### config.mk
export PLATFORM = sky130hd
export DESIGN_NAME = quarter_rate_mixer_cic_decimator_core
export DESIGN_NICKNAME = d
export VERILOG_FILES = /design/src/rtl/qrmcic_pkg.sv /design/src/rtl/quarter_rate_mixer_cic_decimator_core.sv /design/src/rtl/qrmcic_integ_cell.sv /design/src/rtl/qrmcic_comb_cell.sv
export SDC_FILE = /design/constraint.sdc
export NUM_CORES = 2
export LEC_CHECK = 0
export BUFFER_PORTS_ARGS = -buffer_cell sky130_fd_sc_hd__buf_2
export CORE_ASPECT_RATIO = 0.5
export CORE_MARGIN = 2
export CORE_UTILIZATION = 60
export CTS_CLUSTER_DIAMETER = 60
export DETAILED_ROUTE_END_ITERATION = 12
export PLACE_DENSITY = 0.75
export SYNTH_ARGS = -nofsm -noshare
export SYNTH_HDL_FRONTEND = slang
export SYNTH_SLANG_ARGS = --single-unit
### constraint.sdc
create_clock -name clk_i -period 12.27 [get_ports clk_i]
set_input_delay 2.454 -clock clk_i [delete_from_list [all_inputs] [get_ports clk_i]]
set_output_delay 2.454 -clock clk_i [all_outputs]
set_load 0.01 [all_outputs]
### src/rtl/qrmcic_pkg.sv
`timescale 1ns / 1ps
package qrmcic_pkg;

  localparam int unsigned ADC_W   = 12;
  localparam int unsigned RATIO_W = 13;
  localparam int unsigned DATA_W  = 64;

  localparam logic [ADC_W-1:0]   ADC_OFFSET  = 12'd2048;
  localparam logic [RATIO_W-1:0] RATIO_RESET = 13'd8000;

  // register indexes (byte address / 4)
  localparam logic REG_DECIM_RATIO = 1'b0;

  typedef logic [DATA_W-1:0] word_t;

  typedef struct packed {
    word_t i;
    word_t q;
  } iq_t;

  // token moving down the integrator chain; dump marks a sample that ends a block
  typedef struct packed {
    logic dump;
    iq_t  iq;
  } int_tok_t;

endpackage

### src/rtl/quarter_rate_mixer_cic_decimator_core.sv
`timescale 1ns / 1ps
// fs/4 mixer and CIC decimator. One 12-bit offset-binary sample is taken per clock
// on the slave stream unless stalled; the offset is removed, the sample is routed
// into I or Q with the rotating fs/4 sign, and runs through STAGES integrator
// cells and, for every decimation_ratio-th sample, STAGES comb cells. Each cell is
// one 64-bit add or subtract per channel, so a new sample is accepted every cycle
// unless the master side holds off; a result is registered in each integrator and
// comb cell. Cells only stall when the master side holds off, and tokens close up
// behind the stall. decimation_ratio (APB address 0, reset 8000) counts samples
// per result; zero acts as one. Write it only while the block is idle.
module quarter_rate_mixer_cic_decimator_core #(
  parameter int unsigned STAGES = 4
) (
  input  logic         clk_i,
  input  logic         rst_ni,
  // slave stream
  input  logic         s_axis_tvalid_i,
  output logic         s_axis_tready_o,
  input  logic [15:0]  s_axis_tdata_i,   // [11:0] adc_sample
  // master stream
  output logic         m_axis_tvalid_o,
  input  logic         m_axis_tready_i,
  output logic [127:0] m_axis_tdata_o,   // [63:0] i_out, [127:64] q_out
  // APB
  input  logic         psel,
  input  logic         penable,
  input  logic         pwrite,
  input  logic [2:0]   paddr,
  input  logic [31:0]  pwdata,
  output logic [31:0]  prdata,
  output logic         pready
);
  import qrmcic_pkg::*;

  localparam logic [1:0] PH_SUB_I = 2'd0;
  localparam logic [1:0] PH_SUB_Q = 2'd1;
  localparam logic [1:0] PH_ADD_I = 2'd2;
  localparam logic [1:0] PH_ADD_Q = 2'd3;

  // ---------------- configuration
  logic [RATIO_W-1:0] ratio_q;
  logic               cfg_wr;

  assign pready = 1'b1;
  assign cfg_wr = psel && penable && pwrite && pready;

  always_ff @(posedge clk_i or negedge rst_ni) begin
    if (!rst_ni) begin
      ratio_q <= RATIO_RESET;
    end else if (cfg_wr && (paddr[2] == REG_DECIM_RATIO)) begin
      ratio_q <= pwdata[RATIO_W-1:0];
    end
  end

  always_comb begin
    prdata = '0;
    if (paddr[2] == REG_DECIM_RATIO) begin
      prdata = {{(32-RATIO_W){1'b0}}, ratio_q};
    end
  end

  // ---------------- mixer and decimation counter
  logic [1:0]         phase_q;
  logic [RATIO_W-1:0] count_q;
  logic               s_fire;
  logic               emit;
  logic [RATIO_W:0]   count_inc;
  logic signed [ADC_W:0] smp;
  word_t              smp_ext;
  word_t              smp_neg;
  int_tok_t           in_tok;

  assign s_fire    = s_axis_tvalid_i && s_axis_tready_o;
  assign count_inc = {1'b0, count_q} + {{RATIO_W{1'b0}}, 1'b1};
  assign emit      = count_inc >= {1'b0, ratio_q};

  assign smp     = $signed({1'b0, s_axis_tdata_i[ADC_W-1:0]}) - $signed({1'b0, ADC_OFFSET});
  assign smp_ext = {{(DATA_W-ADC_W-1){smp[ADC_W]}}, smp};
  assign smp_neg = '0 - smp_ext;

  always_comb begin
    in_tok.dump = emit;
    in_tok.iq.i = '0;
    in_tok.iq.q = '0;
    case (phase_q)
      PH_SUB_I: in_tok.iq.i = smp_neg;
      PH_SUB_Q: in_tok.iq.q = smp_neg;
      PH_ADD_I: in_tok.iq.i = smp_ext;
      PH_ADD_Q: in_tok.iq.q = smp_ext;
      default:  in_tok.iq.i = '0;
    endcase
  end

  always_ff @(posedge clk_i or negedge rst_ni) begin
    if (!rst_ni) begin
      phase_q <= PH_SUB_I;
      count_q <= '0;
    end else if (s_fire) begin
      phase_q <= phase_q + 2'd1;
      count_q <= emit ? '0 : count_inc[RATIO_W-1:0];
    end
  end

  // ---------------- integrator chain
  logic     int_valid [STAGES+1];
  logic     int_ready [STAGES+1];
  int_tok_t int_tok   [STAGES+1];

  logic     cmb_valid [STAGES+1];
  logic     cmb_ready [STAGES+1];
  iq_t      cmb_iq    [STAGES+1];

  assign int_valid[0]    = s_axis_tvalid_i;
  assign int_tok[0]      = in_tok;
  assign s_axis_tready_o = int_ready[0];

  for (genvar k = 0; k < STAGES; k++) begin : g_integ
    qrmcic_integ_cell u_cell (
      .clk_i      (clk_i),
      .rst_ni     (rst_ni),
      .in_valid_i (int_valid[k]),
      .in_ready_o (int_ready[k]),
      .in_tok_i   (int_tok[k]),
      .out_valid_o(int_valid[k+1]),
      .out_ready_i(int_ready[k+1]),
      .out_tok_o  (int_tok[k+1])
    );
  end

  // samples that do not end a block are dropped after the last integrator
  assign int_ready[STAGES] = !int_tok[STAGES].dump || cmb_ready[0];
  assign cmb_valid[0]      = int_valid[STAGES] && int_tok[STAGES].dump;
  assign cmb_iq[0]         = int_tok[STAGES].iq;

  // ---------------- comb chain
  for (genvar k = 0; k < STAGES; k++) begin : g_comb
    qrmcic_comb_cell u_cell (
      .clk_i      (clk_i),
      .rst_ni     (rst_ni),
      .in_valid_i (cmb_valid[k]),
      .in_ready_o (cmb_ready[k]),
      .in_iq_i    (cmb_iq[k]),
      .out_valid_o(cmb_valid[k+1]),
      .out_ready_i(cmb_ready[k+1]),
      .out_iq_o   (cmb_iq[k+1])
    );
  end

  assign cmb_ready[STAGES] = m_axis_tready_i;
  assign m_axis_tvalid_o   = cmb_valid[STAGES];
  assign m_axis_tdata_o    = {cmb_iq[STAGES].q, cmb_iq[STAGES].i};

  // ---------------- assertions
  a_phase_step: assert property (@(posedge clk_i) disable iff (!rst_ni)
    s_fire |=> phase_q == $past(phase_q) + 2'd1)
    else $error("mixer phase did not advance by one");

  a_count_clear: assert property (@(posedge clk_i) disable iff (!rst_ni)
    s_fire && emit |=> count_q == '0)
    else $error("decimation count not cleared after block end");

  a_stall_source: assert property (@(posedge clk_i) disable iff (!rst_ni)
    !s_axis_tready_o |-> m_axis_tvalid_o && !m_axis_tready_i)
    else $error("input stalled without output backpressure");

  a_hold_count: assert property (@(posedge clk_i) disable iff (!rst_ni)
    !s_fire |=> $stable(count_q) && $stable(phase_q))
    else $error("mixer state moved without an accepted request");

endmodule

### src/rtl/qrmcic_integ_cell.sv
`timescale 1ns / 1ps
module qrmcic_integ_cell (
  input  logic                clk_i,
  input  logic                rst_ni,
  input  logic                in_valid_i,
  output logic                in_ready_o,
  input  qrmcic_pkg::int_tok_t in_tok_i,
  output logic                out_valid_o,
  input  logic                out_ready_i,
  output qrmcic_pkg::int_tok_t out_tok_o
);
  import qrmcic_pkg::*;

  logic  valid_q;
  logic  dump_q;
  word_t acc_i_q, acc_q_q;
  logic  load;

  // the cell takes a request when empty or when its own token moves on
  assign in_ready_o = !valid_q || out_ready_i;
  assign load       = in_valid_i && in_ready_o;

  always_ff @(posedge clk_i or negedge rst_ni) begin
    if (!rst_ni) begin
      valid_q <= 1'b0;
      acc_i_q <= '0;
      acc_q_q <= '0;
    end else if (in_ready_o) begin
      valid_q <= in_valid_i;
      if (in_valid_i) begin
        acc_i_q <= acc_i_q + in_tok_i.iq.i;
        acc_q_q <= acc_q_q + in_tok_i.iq.q;
      end
    end
  end

  always_ff @(posedge clk_i) begin
    if (load) begin
      dump_q <= in_tok_i.dump;
    end
  end

  assign out_valid_o  = valid_q;
  assign out_tok_o.dump = dump_q;
  assign out_tok_o.iq.i = acc_i_q;
  assign out_tok_o.iq.q = acc_q_q;

endmodule

### src/rtl/qrmcic_comb_cell.sv
`timescale 1ns / 1ps
module qrmcic_comb_cell (
  input  logic           clk_i,
  input  logic           rst_ni,
  input  logic           in_valid_i,
  output logic           in_ready_o,
  input  qrmcic_pkg::iq_t in_iq_i,
  output logic           out_valid_o,
  input  logic           out_ready_i,
  output qrmcic_pkg::iq_t out_iq_o
);
  import qrmcic_pkg::*;

  logic valid_q;
  iq_t  dly_q;
  iq_t  y_q;
  logic load;

  assign in_ready_o = !valid_q || out_ready_i;
  assign load       = in_valid_i && in_ready_o;

  always_ff @(posedge clk_i or negedge rst_ni) begin
    if (!rst_ni) begin
      valid_q <= 1'b0;
      dly_q   <= '0;
    end else begin
      if (in_ready_o) begin
        valid_q <= in_valid_i;
      end
      if (load) begin
        dly_q <= in_iq_i;
      end
    end
  end

  always_ff @(posedge clk_i) begin
    if (load) begin
      y_q.i <= in_iq_i.i - dly_q.i;
      y_q.q <= in_iq_i.q - dly_q.q;
    end
  end

  assign out_valid_o = valid_q;
  assign out_iq_o    = y_q;

endmodule

==> flow_metrics.tcl <==
set metrics [dict create \
    crit_buf_inv 2 \
    grt_overflow 0 \
    ctsHtreeMaxLevel 4 \
    ys.flop_type "dfrtp_1" \
    dr_total_vias 90420 \
    synth_top_area_frac 0.234 \
    cts_hold_repair.buffers 0 \
    ant_nets 0 \
    syn_avg_cell_area_sq_um 8.73 \
    netlist_instances 12889 \
    worstPathCellList "buf_2 > or3_1 > or3_1 > or3_1 > or3_1 > nor3_2 > o21ai_4 > buf_4 > ha_1 > a21o_1 > a21o_1 > a21oi_1 > o21ai_0 > a221o_1 > a221oi_1 > o41a_1 > o21ai_2 > a211oi_2 > nor3_1 > a31oi_1 > xor2_1 > o21ai_1" \
    path_class "input pin to flop" \
    rrSetupSlack_ps 6790 \
    ys_seq_area_frac 0.373 \
    status "finished clean" \
    min_path_type "flop to flop" \
    relSlewSlack 0.171 \
    grt_start_max_net_pins 203 \
    tightest_slew_ps 1240 \
    post-place-ws_ps 3770 \
    end_kind "flop" \
    worst_ep_arrival_time_ps 8440 \
    ys_types 116 \
    final.period_utilization 0.635 \
    fin_util 0.637 \
    crit_family "compound AO/OA/AOI/OAI gates" \
    nets 13651 \
    syn_to_final_growth_pct 5.60 \
    worst_setup_path_start_kind "input pin" \
    die_height_microns 310 \
    crit_required_ps 12920 \
    initial_core_util 0.604 \
    cp_slowest_stage_delay_ps 490 \
    clock_path_buffers 4 \
    syn_area_sq_mm 0.113 \
    design_area_sq_mm 0.119 \
    critPathMaxFanout 52 \
    critPathMostFrequentCell "or3_1" \
    io_pins 221 \
    setup_violations 0 \
    hpwlAfterDp_microns 202000 \
    finalClockSkew_ps 63.3 \
    cts_root_buffer "clkbuf_16" \
    rows 112 \
    drive_gt1_frac 0.0505 \
    firstDrtPassIters 5 \
    grt_pass1_vias 81276 \
    cts_setup_buffers 0 \
    yosys_warnings 0 \
    hold_viol 0 \
    ctsResizeCount 0 \
    async_flop_share 0.673 \
    grt_util_all_layers 0.273 \
    drv_cap 0 \
    cp_slowest_cell "ha_1" \
    synth_seq_cells 1576 \
    wl_per_cell_microns 17.6 \
    synth_area_leaders "dfrtp_1 (23%), edfxtp_1 (14%), ha_1 (11%)" \
    antenna_found_initial 0 \
    drv_slew 0 \
    max_freq_ghz 0.128 \
    numPortBuffers 175 \
    synthTopCellsByCount "nand2_1 (1,709), o21ai_0 (1,531), a21oi_1 (1,138), dfrtp_1 (1,054), ha_1 (1,027)" \
    diodes 0 \
    place_area_sq_mm 0.114 \
    gp_congestion 0.926 \
    period_minus_slack_ps 7790 \
    wl_microns 267000 \
    fp.dieW_microns 617 \
    route.detailed.drc 0 \
    clk_latency_ps 830 \
    cts_tree "done" \
    setup_ws_ps 4480 \
    drt_iter0_markers 7621 \
    cts_sinks 1576 \
    synth_edf_count 516 \
    path_clk_slew_ps 70 \
    vias_per_cell 5.96 \
    cts-buffers-inserted 161 \
    setup_tns_ps 0 \
    synth_top_area_cell "dfrtp_1" \
    synth_most_common_cell "nand2_1" \
    rsz0062_at_grt "false" \
    grt_pass1_wl_microns 432000 \
    core-area_sq_mm 0.187 \
    die-area_sq_mm 0.191 \
]
==> layout make-up <==
| class | count | area [sq um] |
|---|---|---|
| Clock buffer | 230 | 4640 |
| Fill cell | 15592 | 67600 |
| Multi-Input combinational cell | 9807 | 64400 |
| Tap cell | 2508 | 3140 |
| Sequential cell | 1576 | 42000 |
| Inverter | 799 | 3020 |
| Timing Repair Buffer | 205 | 1190 |
| Clock inverter | 45 | 483 |
==> per-stage QoR <==
| stage | hold slack, ps | instances |
|---|---|---|
| floorplan | 400 | 12907 |
| global placement | 407 | 14895 |
| detailed placement | 426 | 14895 |
| CTS | 442 | 15170 |
| global route | 445 | 15170 |
| finish | 445 | 15170 |
==> metal layers <==
metal / share of wire / wire (microns) / track usage / vias to the layer above
met5: 0 / 0 / 0 / -
met4: 0.014 / 3730 / 0.0435 / 0
met3: 0.066 / 17500 / 0.0333 / 280
met2: 0.38 / 102000 / 0.369 / 2661
met1: 0.54 / 143000 / 0.461 / 42384
li1: - / - / - / 45095
==> worst paths after layout <==
kind	start	to	depth (start not counted)
min in group asynchronous	rst_ni	g_integ[0].u_cell.acc_i_q[24]	1
setup / recovery	s_axis_tdata_i[3]	g_integ[0].u_cell.acc_q_q[60]	22
setup reg to reg	phase_q[1]	g_integ[0].u_cell.acc_q_q[60]	19
hold reg to reg	g_integ[2].u_cell.dump_q	g_integ[3].u_cell.dump_q	0
max in group asynchronous	rst_ni	g_comb[3].u_cell.dly_q[95]	3
hold / removal	g_integ[2].u_cell.dump_q	g_integ[3].u_cell.dump_q	0
==> registers in the layout, summed over array words and instances (netlist names) <==
name                        count
g_comb.u_cell.out_iq_o        512
g_integ.u_cell.out_valid_o      4
g_comb.u_cell.dly_q           512
g_integ.u_cell.acc_i_q        256
count_q                        13
g_integ.u_cell.acc_q_q        256
phase_q                         2
ratio_q                        13
g_integ.u_cell.dump_q           4
g_comb.u_cell.out_valid_o       4
==> cells by family (layout without fill, tap and decap cells) <==
family	Yosys count	count (layout)	synth area share
AND/OR/NAND/NOR	3360	3360	0.136
adder cells (fa/ha/maj)	1043	1043	0.117
XOR/XNOR	978	978	0.0761
other	2	20	0.0000667
flip-flops	1576	1576	0.373
multiplexers	51	51	0.00492
buffers and inverters	1524	1279	0.0560
AO/OA/AOI/OAI	4355	4355	0.237
==> placed cells by master (no fill, tap or decap), types with 45 or more instances in the layout <==
master | netlist | final
nand2_1 | 1709 | 1706
o21ai_0 | 1531 | 1529
a21oi_1 | 1138 | 1138
dfrtp_1 | 1054 | 1054
ha_1 | 1027 | 1027
inv_1 | 796 | 794
a21o_1 | 719 | 719
xnor2_1 | 555 | 555
edfxtp_1 | 516 | 516
nor2_1 | 500 | 500
xor2_1 | 423 | 423
nand4_1 | 272 | 272
nand3_1 | 190 | 190
buf_2 | 16 | 174
clkbuf_16 | 0 | 166
o21bai_1 | 150 | 150
nor2b_1 | 134 | 133
nor3_1 | 131 | 131
a31oi_1 | 111 | 111
o21a_1 | 111 | 111
nand2b_1 | 109 | 109
and3_1 | 93 | 93
a211oi_1 | 61 | 61
o31ai_1 | 55 | 54
o21ai_1 | 53 | 52
o211ai_1 | 45 | 45
==> worst register-to-register path, delay by kind of cell (launching register included) <==
| family | cells | cell delay [ps] |
|---|---|---|
| AOI/OAI and AO/OA | 12 | 2750 |
| adders and majority gates | 2 | 1060 |
| buffers and inverters | 2 | 630 |
| DFF | 1 | 400 |
| and+or+nand+nor | 2 | 350 |
| xor gates and xnor gates | 1 | 170 |
Power is left out: the tool's default activity adds up to more than one toggle a clock period on the data nets, which glitch-free logic cannot reach.
